<file path="src/tsr_pkg.sv">
// Package for the track slip ratio block: field widths, stage count,
// register indexes and the types shared by the pipeline modules.
// No dependencies.
`default_nettype none
package tsr_pkg;

	localparam int IN_W      = 24;          // speed and rate fields, signed Q.16
	localparam int CFG_W     = 18;          // configuration registers
	localparam int SLIP_W    = 16;          // slip outputs, signed Q2.14
	localparam int CMD_SHIFT = 17;          // Q.16 speed to 2^-33 m/s units
	localparam int CMD_W     = 43;          // commanded speed, 2^-33 m/s
	localparam int DIFF_W    = 44;          // commanded minus measured
	localparam int MAG_W     = 43;          // divisor and remainder magnitude
	localparam int QUO_W     = 15;          // quotient bits kept before clamping
	localparam int DIV_STEPS = QUO_W - 1;   // one quotient bit per stage after the first
	localparam int NUM_STAGES = 6 + DIV_STEPS;

	localparam int IDX_W = 1;
	localparam logic [IDX_W-1:0] REG_GAUGE           = 1'd0;
	localparam logic [IDX_W-1:0] REG_SPEED_THRESHOLD = 1'd1;

	localparam logic [CFG_W-1:0] GAUGE_RST           = 18'd36045;
	localparam logic [CFG_W-1:0] SPEED_THRESHOLD_RST = 18'd3277;

	localparam logic signed [SLIP_W-1:0] SLIP_MAX = 16'sd16384;
	localparam logic signed [SLIP_W-1:0] SLIP_MIN = -16'sd8192;
	localparam logic [QUO_W-1:0] QUO_POS_LIM = 15'd16384;
	localparam logic [QUO_W-1:0] QUO_NEG_LIM = 15'd8192;

	// Long-division state of one side
	typedef struct packed {
		logic [MAG_W-1:0] rem;
		logic [MAG_W-1:0] mag;
		logic [QUO_W-1:0] quo;
		logic             neg;
		logic             zero;
		logic             ovf;
	} div_t;

	typedef struct packed {
		logic adv;
		logic skid_full;
	} flow_stat_t;

endpackage
`default_nettype wire

</file>
<file path="src/tsr_front.sv">
// Front stages of the track slip ratio pipeline: yaw times track width,
// then commanded left and right track speeds. Uses tsr_pkg.
`default_nettype none
module tsr_front (
	input  wire logic                               clk,
	input  wire logic                               adv,
	input  wire logic [tsr_pkg::CFG_W-1:0]          gauge,
	input  wire logic signed [tsr_pkg::IN_W-1:0]    body_speed,
	input  wire logic signed [tsr_pkg::IN_W-1:0]    yaw_rate,
	input  wire logic signed [tsr_pkg::IN_W-1:0]    left_measured,
	input  wire logic signed [tsr_pkg::IN_W-1:0]    right_measured,
	output logic signed [tsr_pkg::CMD_W-1:0]        cmd_left,
	output logic signed [tsr_pkg::CMD_W-1:0]        cmd_right,
	output logic signed [tsr_pkg::IN_W-1:0]         meas_left,
	output logic signed [tsr_pkg::IN_W-1:0]         meas_right
);
	import tsr_pkg::*;

	logic signed [CMD_W-1:0] speed_s1;
	logic signed [CMD_W-1:0] turn_s1;
	logic signed [IN_W-1:0]  ml_s1, mr_s1;
	logic signed [CMD_W-1:0] cl_s2, cr_s2;
	logic signed [IN_W-1:0]  ml_s2, mr_s2;

	always_ff @(posedge clk) begin
		if (adv) begin
			speed_s1 <= {{(CMD_W-IN_W-CMD_SHIFT){body_speed[IN_W-1]}}, body_speed,
				{CMD_SHIFT{1'b0}}};
			turn_s1  <= CMD_W'(yaw_rate) * CMD_W'($signed({1'b0, gauge}));
			ml_s1    <= left_measured;
			mr_s1    <= right_measured;
			cl_s2    <= speed_s1 - turn_s1;
			cr_s2    <= speed_s1 + turn_s1;
			ml_s2    <= ml_s1;
			mr_s2    <= mr_s1;
		end
	end

	assign cmd_left   = cl_s2;
	assign cmd_right  = cr_s2;
	assign meas_left  = ml_s2;
	assign meas_right = mr_s2;

endmodule
`default_nettype wire

</file>
<file path="config.mk">
export PLATFORM = sky130hd
export DESIGN_NAME = tsr_front
export DESIGN_NICKNAME = d
export VERILOG_FILES = /design/src/tsr_pkg.sv /design/src/tsr_front.sv
export SDC_FILE = /design/constraint.sdc
export NUM_CORES = 1
export LEC_CHECK = 0
export BUFFER_PORTS_ARGS = -buffer_cell sky130_fd_sc_hd__buf_2
export CELL_PAD_IN_SITES_DETAIL_PLACEMENT = 1
export CELL_PAD_IN_SITES_GLOBAL_PLACEMENT = 1
export CORE_MARGIN = 2
export CORE_UTILIZATION = 30
export CTS_CLUSTER_DIAMETER = 100
export DETAILED_ROUTE_END_ITERATION = 10
export GPL_TIMING_DRIVEN = 0
export HOLD_SLACK_MARGIN = 0.08
export PLACE_DENSITY = 0.65
export RECOVER_POWER = 100
export SYNTH_ARGS = -nofsm -noshare
export SYNTH_HDL_FRONTEND = slang
export SYNTH_SLANG_ARGS = --single-unit
</file>
<file path="constraint.sdc">
create_clock -name clk -period 11.8 [get_ports clk]
set_input_delay 0 -clock clk [delete_from_list [all_inputs] [get_ports clk]]
set_output_delay 0 -clock clk [all_outputs]
set_load 0.01 [all_outputs]
</file>
==> impl_results.md <==
* Die height at 300 um
* Post-Route Setup TNS at 0 ns
* Worst Max-Slew Pin Slew at 5.80 ns
* Largest net degree at the start of global routing at 109
* Io pins at 250
* Nets at 3,507
* Area growth syn-to-layout at 15.6%
* Top_reg_cell synth: edfxtp_1
* 1st-iter DRT viols at 729
* TritonCTS buffer count at 25
* # rows at 108
* Non-Filler Cell Area, Final at 30,300 um2
* Synth area leaders: fa_1 (33%), edfxtp_1 (28%), inv_1 (8.1%), ha_1 (7.7%), and2_1 (6.4%)
* DR vias at 17,786
* Finished Layout Cells at 3,973
* Placement Cell Area at 29,000 um2
* CTS tree: built
* Critical path's slowest cell: clkbuf_1
* DRC at 0
* Clk_lat worst skew at 0.54 ns
* Unrepaired setup endpoints after global routing: false
* DIE WIDTH at 300 um
* Post-synth ARST share at 0%
* Core area at 86,600 um2
* Synth top area share at 32.8%
* Reg clk slew, reported paths at 0.06 ns
* CP most frequent cell: fa_1
* Fillers at 9,851
* Synthesized area at 26,200 um2
* CTS root buffer: clkbuf_16
* Port Buf Inserts at 248
* Data arrival, critical path at 7.77 ns
* Tmin final at 7.48 ns
* Worst-path fanout max at 10
* Area leader, netlist: fa_1
* Number of setup buffers added after CTS at 0
* Crit path max-delay family: adder cells
* Kind of critical path: in -> reg
* Sequential fraction of the synthesis area at 28.4%
* Final Hold Vio Count at 0
* Slew Viols, Final at 176
* Critical path required time at 12.09 ns
* Antenna violations before repair at 5
* DRT antenna net count at 0
* Crit path largest cell delay at 0.62 ns
* Worst Setup End Kind: register
* Fin Clk Skew at 0.0118 ns
* Final wirelength at 73,500 um
* Buf/Inv on CP at 7
* Number of synthesized flops with an enable pin at 248
* CP startpoint kind: input pin
* Clock buffer depth at 3
* Routed len/inst at 18.5 um
* Via/cell ratio at 4.48
* Syn Area/Cell at 10.7 um2
* H-Tree Level Count at 1
* First-pass GRT wire length at 114,000 um
* DP Wirelength at 61,900 um
* 1st-pass router iterations at 5
* Failing checks: capacitance limit, slew limit
* Die area at 89,700 um2
* YS warnings at 0
* Run status: finished with violations
* Most frequent cells after synthesis: inv_1 (569), fa_1 (430), and2_1 (270)
* F_max at 134 MHz
* Gp weighted congestion at 0.882
* Num Clock Sinks at 248
* Fin crit share at 63.4%
* Yosys cell types at 66
* Number of synthesized register bits at 248
* Initial core utilization at 30.3%
* Slew HR at -287%
* Mapped Cells at 2,445
* Placed cell count at 3,850
* Gr usage total at 16.5%
* Vias in the first global route at 19,775
* Gr ovfl total at 0
* Synthesized Nets at 3,153
* Top-count cell post-synth: inv_1
* CP cell instances: clkbuf_1 -> clkbuf_1 -> nand2_1 -> fa_1 -> inv_1 -> fa_1 -> inv_1 -> fa_1 -> inv_1 -> fa_1 -> fa_1 -> inv_1 -> fa_1 -> inv_1 -> ha_1 -> nand2_1 -> nor2_1 -> a211oi_1 -> or3b_2 -> o21ai_0 -> o21ai_0 -> a41oi_1 -> nor3b_1 -> a311o_1
* Hold Path Class: in -> reg
* Layout cells sized above 1 at 5.86%
* Final setup viols at 0
* Max Cap Viol at 3
-- stage by stage --
step                setup slack [ns]  hold WS, ns  util [%]
detailed placement              3.97        0.178      33.4
finish                          4.32        0.170      35.0
floorplan                       5.73       0.0989         -
global placement                4.00        0.176      33.4
global route                    3.42        0.152      35.0
CTS                             4.56        0.127      35.3
-- placed cells by master, fill, tap and decap left out, types with 15 or more instances in the layout --
cell type,synthesis,final
a21o_1,23,23
ha_1,162,162
edfxtp_1,248,248
clkbuf_16,0,25
buf_2,3,103
inv_1,569,569
a21oi_1,78,78
nor3_1,16,16
fa_1,430,430
xnor2_1,86,86
nand2b_1,15,15
nor2_1,67,67
nand2_1,206,206
and2_1,270,260
clkbuf_1,65,217
o21ai_0,33,33
dlygate4sd3_1,0,77
-- metal layers --
| metal | track usage [%] | share of wire [%] |
|---|---|---|
| met2 | 28.8 | 48 |
| met5 | 0 | 0.054 |
| met4 | 4.11 | 2.4 |
| met3 | 2.12 | 4.8 |
| met1 | 21.6 | 45 |
-- what timing repair did --
action,in CTS,in global routing
hold buffers,77,0
hold endpoints to repair,140,0
gates resized for setup,0,0
-- sequential cells by signal, summed over array words and instances, names as in the netlist --
register	count
speed_s1	24
cmd_left	43
meas_left	24
cmd_right	42
turn_s1	43
mr_s1	24
meas_right	24
ml_s1	24
-- final cells by class --
class	count	area (um2)	share of cell area, %
multi-input cells	1551	16300	53.6
plain buffers	77	342	1.13
clock buffers	28	637	2.10
flip-flops and latches	248	7450	24.6
well taps	1155	1450	4.77
diodes	3	7.51	0.0248
inverters	569	2140	7.05
repair buffers	327	1860	6.13
clock inverters	15	170	0.562
-- final timing paths --
kind                                      startpoint                      to  slack, ns  cells after the start
worst min-delay path              right_measured[21]     mr_s1[21]$_DFFE_PP_       0.17                      2
worst max register to register  turn_s1[4]$_DFFE_PP_  cmd_left[42]$_DFFE_PP_       6.77                      9
worst max-delay path                    yaw_rate[13]   turn_s1[41]$_DFFE_PP_       4.32                     24
worst min register to register    ml_s1[0]$_DFFE_PP_  meas_left[0]$_DFFE_PP_       0.42                      0
-- logic make-up after synthesis --
kind of cell | share of synthesized area (%)
xor+xnor | 3.34
flops | 28.4
fa+ha+maj | 40.6
simple gates | 12.7
buf+inv | 9.45
compound gates | 5.50
Power is left out: the tool's default activity adds up to more than one toggle a clock period on the data nets, which glitch-free logic cannot reach.
