`config.mk`:
```
export PLATFORM = sky130hd
export DESIGN_NAME = tsr_flow
export DESIGN_NICKNAME = d
export VERILOG_FILES = /design/src/tsr_pkg.sv /design/src/tsr_flow.sv
export SDC_FILE = /design/constraint.sdc
export NUM_CORES = 1
export LEC_CHECK = 0
export BUFFER_PORTS_ARGS = -buffer_cell sky130_fd_sc_hd__buf_2
export CORE_ASPECT_RATIO = 1.1
export CORE_MARGIN = 8
export CORE_UTILIZATION = 30
export CTS_BUF_LIST = sky130_fd_sc_hd__clkbuf_8
export DETAILED_ROUTE_END_ITERATION = 7
export HOLD_SLACK_MARGIN = 0.05
export PLACE_DENSITY = 0.51
export SLEW_MARGIN = 10
export SYNTH_ARGS = -nofsm -noshare
export SYNTH_HDL_FRONTEND = slang
export SYNTH_SLANG_ARGS = --single-unit
```
`constraint.sdc`:
```
create_clock -name clk -period 4.1 [get_ports clk]
set_clock_uncertainty 0.05 [all_clocks]
set_input_delay 0.205 -clock clk [delete_from_list [all_inputs] [get_ports clk]]
set_output_delay 0.205 -clock clk [all_outputs]
set_load 0.05 [all_outputs]
```
`src/tsr_pkg.sv`:
```
// Package for the track slip ratio block: field widths, stage count,
// register indexes and the types shared by the pipeline modules.
// No dependencies.
`default_nettype none
package tsr_pkg;

	localparam int IN_W      = 24;          // speed and rate fields, signed Q.16
	localparam int CFG_W     = 18;          // configuration registers
	localparam int SLIP_W    = 16;          // slip outputs, signed Q2.14
	localparam int CMD_SHIFT = 17;          // Q.16 speed to 2^-33 m/s units
	localparam int CMD_W     = 43;          // commanded speed, 2^-33 m/s
	localparam int DIFF_W    = 44;          // commanded minus measured
	localparam int MAG_W     = 43;          // divisor and remainder magnitude
	localparam int QUO_W     = 15;          // quotient bits kept before clamping
	localparam int DIV_STEPS = QUO_W - 1;   // one quotient bit per stage after the first
	localparam int NUM_STAGES = 6 + DIV_STEPS;

	localparam int IDX_W = 1;
	localparam logic [IDX_W-1:0] REG_GAUGE           = 1'd0;
	localparam logic [IDX_W-1:0] REG_SPEED_THRESHOLD = 1'd1;

	localparam logic [CFG_W-1:0] GAUGE_RST           = 18'd36045;
	localparam logic [CFG_W-1:0] SPEED_THRESHOLD_RST = 18'd3277;

	localparam logic signed [SLIP_W-1:0] SLIP_MAX = 16'sd16384;
	localparam logic signed [SLIP_W-1:0] SLIP_MIN = -16'sd8192;
	localparam logic [QUO_W-1:0] QUO_POS_LIM = 15'd16384;
	localparam logic [QUO_W-1:0] QUO_NEG_LIM = 15'd8192;

	// Long-division state of one side
	typedef struct packed {
		logic [MAG_W-1:0] rem;
		logic [MAG_W-1:0] mag;
		logic [QUO_W-1:0] quo;
		logic             neg;
		logic             zero;
		logic             ovf;
	} div_t;

	typedef struct packed {
		logic adv;
		logic skid_full;
	} flow_stat_t;

endpackage
`default_nettype wire

```
`src/tsr_flow.sv`:
```
// Flow control of the track slip ratio pipeline: valid bits per stage,
// output register and skid register. Uses tsr_pkg.
`default_nettype none
module tsr_flow (
	input  wire logic                           clk,
	input  wire logic                           arst_n,
	input  wire logic                           in_valid,
	input  wire logic                           out_ready,
	input  wire logic [2*tsr_pkg::SLIP_W-1:0]   res,
	output tsr_pkg::flow_stat_t                 stat,
	output logic                                out_valid,
	output logic [2*tsr_pkg::SLIP_W-1:0]        out_data
);
	import tsr_pkg::*;

	logic [NUM_STAGES-1:0]   vld_q;
	logic                    out_v_q;
	logic [2*SLIP_W-1:0]     out_q;
	logic                    skid_v_q;
	logic [2*SLIP_W-1:0]     skid_q;
	logic                    adv;
	logic                    out_free;

	assign adv      = !skid_v_q;
	assign out_free = !out_v_q || out_ready;

	always_ff @(posedge clk or negedge arst_n) begin
		if (!arst_n) begin
			vld_q    <= '0;
			out_v_q  <= 1'b0;
			skid_v_q <= 1'b0;
		end else begin
			if (adv) begin
				vld_q <= {vld_q[NUM_STAGES-2:0], in_valid};
			end
			if (out_free) begin
				// drain the skid first; the pipe is frozen while it is full
				out_v_q  <= skid_v_q || vld_q[NUM_STAGES-1];
				skid_v_q <= 1'b0;
			end else if (adv && vld_q[NUM_STAGES-1]) begin
				skid_v_q <= 1'b1;
			end
		end
	end

	always_ff @(posedge clk) begin
		if (out_free) begin
			out_q <= skid_v_q ? skid_q : res;
		end else if (adv) begin
			skid_q <= res;
		end
	end

	assign stat.adv       = adv;
	assign stat.skid_full = skid_v_q;
	assign out_valid      = out_v_q;
	assign out_data       = out_q;

endmodule
`default_nettype wire
```
==> impl_metrics.json <==
{
  "max-slew-margin-rel_pct": 35.1,
  "outcome": "complete, no violations",
  "io_pins": 71,
  "yosysTopAreaCell": "edfxtp_1",
  "synthFlopType": "edfxtp_1",
  "synth.top_cells.by_count": "edfxtp_1, mux2_4, dfrtp_1",
  "grt.total_usage_pct": 8.06,
  "placement.io_buffers": 70,
  "number_of_synthesized_flops_with_an_enable_pin": 64,
  "worstSetupStartpoint": "out_valid",
  "synthDominantCellAreaShare_pct": 56.7,
  "pin_count_of_the_biggest_net_entering_global_routing": 56,
  "maximum_root_to_sink_buffer_count": 2,
  "post-route-drc-count": 0,
  "numCtsBuffers": 9,
  "worst_path_max_delay_cell": "inv_1",
  "firstDrtPassIters": 4,
  "yosysUniqueCellTypes": 11,
  "drt_wl_total_um": 5700,
  "dr.first_iter.drc_count": 119,
  "first_pass_grt_wire_length_um": 9320,
  "max_cap_violations": 0,
  "cp.buffers_inverters": 2,
  "post_drt_wl_per_cell_um": 15.0,
  "path_max_fanout": 35,
  "finalHoldViolations": 0,
  "min-delay-path-class": "in -> reg",
  "yosysWarningCount": 0,
  "clockRootBuffer": "clkbuf_8",
  "tightestPinTransition_ns": 0.974,
  "clock_latency_ns": 0.35,
  "finalSetupViolCount": 0,
  "final_period_minus_worst_setup_slack_ns": 2.36,
  "worst-r2r-setup-slack_ns": 1.74,
  "cts_tree": "built",
  "synthesis.instances": 152,
  "ff2ff_path_depth": 3,
  "worstSetupEndpointType": "flop",
  "unrepaired_setup_endpoints_after_global_routing": "false",
  "antenna_cells_inserted": 0,
  "initial_utilization_pct": 30.9,
  "vias": 1532,
  "post_drt_via_cell_ratio": 4.03,
  "maxClockFrequency_mhz": 423,
  "worstPathRequired_ns": 4.10,
  "final_net_count": 264,
  "globalplace.congestion": 0.624,
  "max_slew_vio_count": 0,
  "layout_worst_path_cycle_share_pct": 57.6,
  "critical_path.reg2reg.startpoint": "out_valid",
  "dieArea_mm2": 0.0150,
  "worst_setup_path_endpoint": "skid_q[24]",
  "pwr_density_cell_mw_per_mm2": 783,
  "critical_path_depth": 3,
  "power.ir.vdd_worst_mv": 0.459,
  "yosys.cell_count.top_type": "edfxtp_1",
  "via_count_of_the_first_global_routing_pass": 1658,
  "fp.dieW_um": 117,
  "cp_slowest_stage_delay_ns": 0.76,
  "clkSlewWorstSetupHoldPaths_ns": 0.10,
  "yosys_register_bits": 86,
  "floorplan.core_area_mm2": 0.0110,
  "antenna_found_initial": 0,
  "synth.yosys.seq_area_share_pct": 72.9,
  "critPathArrivalTime_ns": 2.36,
  "async_reset_ff_share_pct": 25.6,
  "grt_overflow": 0,
  "die-height_um": 127,
  "drtAntennaViolNets": 0,
  "synth.cell_area_mm2": 0.00339,
  "worstPathCellList": "nand2b_2 > inv_1 > buf_4",
  "totalNegativeSetupSlack_ns": 0,
  "hpwlAfterDp_um": 3720,
  "h-tree-depth": 3,
  "timing.setup.critical_path_class": "reg -> reg",
  "standard_cell_rows": 40,
  "syn_area_per_cell_um2": 22.3,
  "cpLargestDelayFamily": "buffers and inverters",
  "flow.area_growth_from_synthesis_pct": 18.3,
  "syn_nets": 188,
  "power.total_mw": 3.14,
  "largest_cells_by_area_after_synthesis": "edfxtp_1, mux2_4, dfrtp_1",
  "cts_sinks": 86,
  "worstSetupStartpointType": "flop",
  "crit-reg2reg-capture": "skid_q[24]",
  "leakage_nw": 1.65,
  "layout-drive-gt1-share_pct": 60.1
}
-- cell usage in the layout, fill, tap and decap left out --
cell / Yosys / final
nand2_1: 1 / 1
dfrtp_1: 22 / 21
inv_1: 2 / 2
dfrtp_4: 0 / 1
edfxtp_1: 64 / 64
clkbuf_8: 0 / 9
clkinv_4: 0 / 1
nand2b_2: 0 / 1
inv_6: 0 / 4
clkinv_1: 0 / 1
mux2_4: 48 / 48
clkinvlp_4: 0 / 1
buf_2: 0 / 70
nor2_1: 2 / 2
buf_4: 2 / 1
dlygate4sd3_1: 0 / 2
mux2_2: 4 / 4
-- final cells by class --
cell class | count | area [um^2]
tap | 147 | 184
multi-input combinational | 56 | 786
timing repair buffer | 73 | 378
inverter | 2 | 7.51
fill | 1020 | 6950
clock buffer | 9 | 124
clock inverter | 7 | 55.1
sequential | 86 | 2480
-- per-stage QoR --
| stage | hold slack, ns | instances | worst slack [ns] | cell area (um^2) | util, % |
|---|---|---|---|---|---|
| 4_1_cts | 0.0898 | 380 | 1.67 | 4010 | 36.6 |
| 6_report | 0.107 | 380 | 1.74 | 4010 | 36.6 |
| 3_5_place_dp | 0.150 | 362 | 1.61 | 3810 | 34.8 |
| 5_1_grt | 0.0891 | 380 | 1.50 | 4010 | 36.6 |
| 2_1_floorplan | -0.141 | 152 | 1.38 | 3390 | - |
| 3_3_place_gp | 0.146 | 362 | 1.67 | 3810 | 34.8 |
-- cell families after synthesis --
logic type	count (synthesis)	synth area share, %
buffers and inverters	10	3.95
muxes	52	22.6
DFF	86	72.9
and+or+nand+nor	4	0.517
-- routing by layer --
| layer | wire length, um | global-route usage [%] | vias up |
|---|---|---|---|
| met3 | 380 | 3.39 | 9 |
| met2 | 2430 | 10.9 | 50 |
| met5 | 0 | 0 | - |
| met1 | 2810 | 10.8 | 751 |
| li1 | - | - | 722 |
| met4 | 82 | 3.67 | 0 |
-- power by group --
part           switching, mW  leakage (nW)  total [mW]  internal (mW)
sequential             0.208         0.881        1.53           1.32
combinational          0.608         0.678        1.06          0.450
clock                  0.323        0.0887       0.551          0.228
-- worst min path at each step --
stage,from,endpoint,slack [ns],depth (start not counted)
6_report,res[30],skid_q[30],0.11,2
5_1_grt,res[30],out_data[30],0.09,2
4_1_cts,res[30],out_data[30],0.09,2
3_5_place_dp,arst_n,vld_q[0],0.15,1
3_3_place_gp,arst_n,vld_q[0],0.15,1
2_1_floorplan,arst_n,out_valid,-0.14,0
-- registers in the layout (all words and copies together), names as in the netlist --
name and count:
skid_v_q 1, out_valid 1, vld_q 20, out_data 32, skid_q 32
-- what timing repair did --
item                                   CTS  global route
hold buffers                             2             0
gates resized for setup                  0             0
endpoints found under the hold margin   23             0
buffers inserted                         0             0
(Power assumes the default switching activity.)
