File: config.mk
export PLATFORM = sky130hd
export DESIGN_NAME = tsr_side
export DESIGN_NICKNAME = d
export VERILOG_FILES = /design/src/tsr_pkg.sv /design/src/tsr_div_stage.sv /design/src/tsr_side.sv
export SDC_FILE = /design/constraint.sdc
export NUM_CORES = 2
export LEC_CHECK = 0
export BUFFER_PORTS_ARGS = -buffer_cell sky130_fd_sc_hd__buf_2
export CAP_MARGIN = 20
export CORE_MARGIN = 2
export CORE_UTILIZATION = 45
export CTS_CLUSTER_DIAMETER = 120
export DETAILED_ROUTE_END_ITERATION = 10
export PLACE_DENSITY_LB_ADDON = 0.15
export SYNTH_ARGS = -nofsm -noshare
export SYNTH_HDL_FRONTEND = slang
export SYNTH_HIERARCHICAL = 1
export SYNTH_SLANG_ARGS = --single-unit
File: constraint.sdc
create_clock -name clk -period 4.6 [get_ports clk]
set_clock_uncertainty 0.1 [all_clocks]
set_input_delay 0.23 -clock clk [delete_from_list [all_inputs] [get_ports clk]]
set_output_delay 0.23 -clock clk [all_outputs]
set_load 0.01 [all_outputs]
File: src/tsr_pkg.sv
// Package for the track slip ratio block: field widths, stage count,
// register indexes and the types shared by the pipeline modules.
// No dependencies.
`default_nettype none
package tsr_pkg;

	localparam int IN_W      = 24;          // speed and rate fields, signed Q.16
	localparam int CFG_W     = 18;          // configuration registers
	localparam int SLIP_W    = 16;          // slip outputs, signed Q2.14
	localparam int CMD_SHIFT = 17;          // Q.16 speed to 2^-33 m/s units
	localparam int CMD_W     = 43;          // commanded speed, 2^-33 m/s
	localparam int DIFF_W    = 44;          // commanded minus measured
	localparam int MAG_W     = 43;          // divisor and remainder magnitude
	localparam int QUO_W     = 15;          // quotient bits kept before clamping
	localparam int DIV_STEPS = QUO_W - 1;   // one quotient bit per stage after the first
	localparam int NUM_STAGES = 6 + DIV_STEPS;

	localparam int IDX_W = 1;
	localparam logic [IDX_W-1:0] REG_GAUGE           = 1'd0;
	localparam logic [IDX_W-1:0] REG_SPEED_THRESHOLD = 1'd1;

	localparam logic [CFG_W-1:0] GAUGE_RST           = 18'd36045;
	localparam logic [CFG_W-1:0] SPEED_THRESHOLD_RST = 18'd3277;

	localparam logic signed [SLIP_W-1:0] SLIP_MAX = 16'sd16384;
	localparam logic signed [SLIP_W-1:0] SLIP_MIN = -16'sd8192;
	localparam logic [QUO_W-1:0] QUO_POS_LIM = 15'd16384;
	localparam logic [QUO_W-1:0] QUO_NEG_LIM = 15'd8192;

	// Long-division state of one side
	typedef struct packed {
		logic [MAG_W-1:0] rem;
		logic [MAG_W-1:0] mag;
		logic [QUO_W-1:0] quo;
		logic             neg;
		logic             zero;
		logic             ovf;
	} div_t;

	typedef struct packed {
		logic adv;
		logic skid_full;
	} flow_stat_t;

endpackage
`default_nettype wire

File: src/tsr_div_stage.sv
// One restoring long-division stage: doubles the remainder, subtracts the
// divisor when it fits and shifts in one quotient bit. Uses tsr_pkg.
`default_nettype none
module tsr_div_stage (
	input  wire logic          clk,
	input  wire logic          adv,
	input  wire tsr_pkg::div_t din,
	output tsr_pkg::div_t      dout
);
	import tsr_pkg::*;

	logic [MAG_W:0]   dbl;
	logic [MAG_W:0]   diff;
	logic             fits;
	div_t             nxt;
	div_t             div_sx;

	always_comb begin
		dbl  = {din.rem, 1'b0};
		diff = dbl - {1'b0, din.mag};
		fits = dbl >= {1'b0, din.mag};
		nxt      = din;
		nxt.rem  = fits ? diff[MAG_W-1:0] : dbl[MAG_W-1:0];
		nxt.quo  = {din.quo[QUO_W-2:0], fits};
	end

	always_ff @(posedge clk) begin
		if (adv) begin
			div_sx <= nxt;
		end
	end

	assign dout = div_sx;

endmodule
`default_nettype wire

File: src/tsr_side.sv
// Slip of one track: difference and magnitudes, threshold test, pipelined
// long division and final clamp. Uses tsr_pkg and tsr_div_stage.
`default_nettype none
module tsr_side (
	input  wire logic                               clk,
	input  wire logic                               adv,
	input  wire logic [tsr_pkg::CFG_W-1:0]          speed_threshold,
	input  wire logic signed [tsr_pkg::CMD_W-1:0]   cmd,
	input  wire logic signed [tsr_pkg::IN_W-1:0]    meas,
	output logic signed [tsr_pkg::SLIP_W-1:0]       slip
);
	import tsr_pkg::*;

	logic signed [DIFF_W-1:0] d_s3;
	logic signed [CMD_W-1:0]  c_s3;
	logic [MAG_W-1:0]         magc_s4;
	logic [DIFF_W-1:0]        magd_s4;
	logic                     neg_s4;
	div_t                     div_s5;
	logic signed [SLIP_W-1:0] slip_s20;

	logic [DIFF_W-1:0] divisor2;
	logic [DIFF_W-1:0] divisor1;
	logic [DIFF_W-1:0] first_diff;
	logic              first_bit;
	div_t              prep;
	div_t              chain [DIV_STEPS+1];
	div_t              fin;
	logic signed [SLIP_W-1:0] clamp;

	always_comb begin
		divisor2   = {magc_s4, 1'b0};
		divisor1   = {1'b0, magc_s4};
		first_diff = magd_s4 - divisor1;
		first_bit  = magd_s4 >= divisor1;
		prep.mag   = magc_s4;
		prep.neg   = neg_s4;
		// slow side: magnitude at or below threshold (covers zero command)
		prep.zero  = magc_s4 <= {{(MAG_W-CFG_W-CMD_SHIFT){1'b0}}, speed_threshold,
			{CMD_SHIFT{1'b0}}};
		// quotient of 2^15 or more clamps on either side
		prep.ovf   = magd_s4 >= divisor2;
		prep.rem   = first_bit ? first_diff[MAG_W-1:0] : magd_s4[MAG_W-1:0];
		prep.quo   = {{(QUO_W-1){1'b0}}, first_bit};
	end

	always_ff @(posedge clk) begin
		if (adv) begin
			d_s3    <= {cmd[CMD_W-1], cmd} -
				{{(DIFF_W-IN_W-CMD_SHIFT){meas[IN_W-1]}}, meas, {CMD_SHIFT{1'b0}}};
			c_s3    <= cmd;
			magc_s4 <= c_s3[CMD_W-1] ? -c_s3 : c_s3;
			magd_s4 <= d_s3[DIFF_W-1] ? -d_s3 : d_s3;
			neg_s4  <= d_s3[DIFF_W-1] ^ c_s3[CMD_W-1];
			div_s5  <= prep;
		end
	end

	assign chain[0] = div_s5;

	for (genvar i = 0; i < DIV_STEPS; i++) begin : g_div
		tsr_div_stage u_stage (
			.clk  (clk),
			.adv  (adv),
			.din  (chain[i]),
			.dout (chain[i+1])
		);
	end

	always_comb begin
		fin = chain[DIV_STEPS];
		if (fin.zero) begin
			clamp = '0;
		end else if (fin.neg) begin
			if (fin.ovf || fin.quo > QUO_NEG_LIM) begin
				clamp = SLIP_MIN;
			end else begin
				clamp = -$signed({1'b0, fin.quo});
			end
		end else begin
			if (fin.ovf || fin.quo > QUO_POS_LIM) begin
				clamp = SLIP_MAX;
			end else begin
				clamp = $signed({1'b0, fin.quo});
			end
		end
	end

	always_ff @(posedge clk) begin
		if (adv) begin
			slip_s20 <= clamp;
		end
	end

	assign slip = slip_s20;

endmodule
`default_nettype wire

==> results.md <==
* Final setup violating endpoints at 0
* Setup repair after global routing missed its margin: false
* Layout cell share with drive strength beyond 1 at 0.0947
* Fin crit period at 4.26 ns
* Min-Delay Path Class: input pin to register
* Worst setup SP type: register
* H-tree depth at 4
* Die height at about 460 µm
* Total die area at 215000 µm²
* Max Slew Vio Count at 0
* Final-report hold violation count at 0
* Total GRT Usage at 0.240
* Vias in the first global route at slightly above 70000
* Peak supply drop at roughly 0.49 mV
* Routed WL at 262000 µm
* Arrival time worst endpoint at 4.75 ns
* Die Wd at 464 µm
* Worst relative slew slack at 0.201
* Final hold slack at 0.0912 ns
* DRT iter0 DRCs at 4147
* Clock tree sinks at 1542
* WL/cell at 21.5 µm
* Yosys warning total at 6
* Layout area overhead at 10.5%
* Nets at 10000
* Largest net degree at the start of global routing at 131
* Routed Antenna Nets at 0
* Initial DRT Pass Iterations at 8
* Cell Area, Placed at 98500 µm²
* Post-route design area at 105000 µm²
* Initial Util at 0.453
* Max_cap viols at 0
* Number of port buffers at 102
* Via count at 67700
* I/O Pins at 103
* Overflow after GRT at 0
* Cells after Synth at 8936
* Status: complete, no violations
* Critical path class: register to register
* Pwr Density at 703 nW/µm²
* Worst-path clk slew at 0.06 ns
* Syn Area/Cell at approximately 11 µm²
* Initial antenna violation count at 3
* Clk buf depth at 3
* Clock Tree Root: clkbuf_16
* Syn Nets at about 9800
* Post-cts sizing count at 0
* Leak Pwr at between 40 and 50 nW
* Core footprint at around 210000 µm²
* Synthesized cell area at 95200 µm²
* TritonCTS clock tree: done
* Routed vias/inst at 5.56
* Total power at between 0.07 and 0.08 W
* Dpl hpwl at 208000 µm
* Final estimated routing congestion in global placement at around 1
* Period utilization at 0.927
* Fmax achieved at between 0.2 and 0.25 GHz
* Global-route wire length before repair at ~400000 µm
* CP Max Fanout at between 50 and 60
* CP endpoint kind: register
* Core Rows at 168
* Worst-skew pair later-pin latency at 0.84 ns
* Worst Max-Slew Pin Slew at about 1.2 ns
* CTS Buf Count at 179
* Drt drc at 0
* Setup bufs post-CTS at 0
* Req. time, crit path at 5.08 ns
* Flop2flop setup slack at ~0.34 ns
==> per-layer routing <==
layer  GRT usage  share of wire  routed length [µm]  up-vias
li1            -              -                   -    33300
met1       0.223           0.34               89400    32200
met2       0.481           0.56              146000     1474
met3      0.0274          0.026                6780      741
met4       0.162          0.076               19800        0
met5           0              0                   0        -
==> cell type report <==
type                       instances  area, µm²
antenna                            2       5.00
multi-input combinational       6199      43300
clock inverter                   120        821
tap                             2805       3510
sequential                      1542      46300
inverter                         899       3370
timing repair buffer             382       3180
fill                           18800     105000
clock buffer                     210       4660
==> flip-flops by register name, indices dropped and copies added (netlist names) <==
name	cells
slip	16
chain	90
g_div.u_stage/dout	1279
magc_s4	43
magd_s4	43
d_s3	44
neg_s4	1
c_s3	26
==> metrics by stage <==
step,setup TNS (ns),utilization,instances,worst slack (ns)
2_1_floorplan,0,-,8936,0.806
3_3_place_gp,-0.252,0.469,11700,-0.0894
3_5_place_dp,0,0.469,11700,0.245
4_1_cts,0,0.501,12200,0.244
5_1_grt,0,0.501,12200,0.189
6_report,0,0.501,12200,0.336
==> layout by cell type (no fill, tap or decap), types with 225 or more instances in the layout <==
cell	count
inv_1	898
a21o_1	225
edfxtp_1	1542
nand2_1	935
ha_1	733
nor2_1	331
xor2_1	269
o21ai_1	406
xnor2_1	378
a21oi_1	723
o21ai_0	414
==> worst max-delay path: stages (launching register included) <==
cell      delay (ns)
edfxtp_1        0.46
ha_1            0.41
a21oi_1         0.24
o21ai_0         0.19
buf_4           0.22
a31oi_1         0.51
o21ai_0         0.15
a211o_1         0.35
or3_1           0.42
o21ai_4         0.37
buf_12          0.28
nor3b_1         0.09
a21o_1          0.15
==> where the power goes <==
group / total [W] / internal (W) / leakage [nW] / switching (W)
clock: 0.0134 / 0.00758 / 2.68 / 0.00583
sequential: 0.0232 / 0.0210 / 15.2 / 0.00219
combinational: 0.0373 / 0.0144 / 24.3 / 0.0229
==> worst paths after layout <==
path / cells after the start / endpoint / from
min reg2reg: 0 / g_div[10].u_stage/dout[9] / g_div[9].u_stage/dout[8]
min: 2 / c_s3[34] / cmd[34]
max: 12 / chain[1531] / magd_s4[37]
max reg2reg: 12 / chain[1531] / magd_s4[37]
==> repair_timing <==
action / CTS / global route
endpoints found under the hold margin: 169 / 0
hold buffers: 118 / 0
setup endpoints to repair: 0 / 0
(Power assumes the default switching activity.)
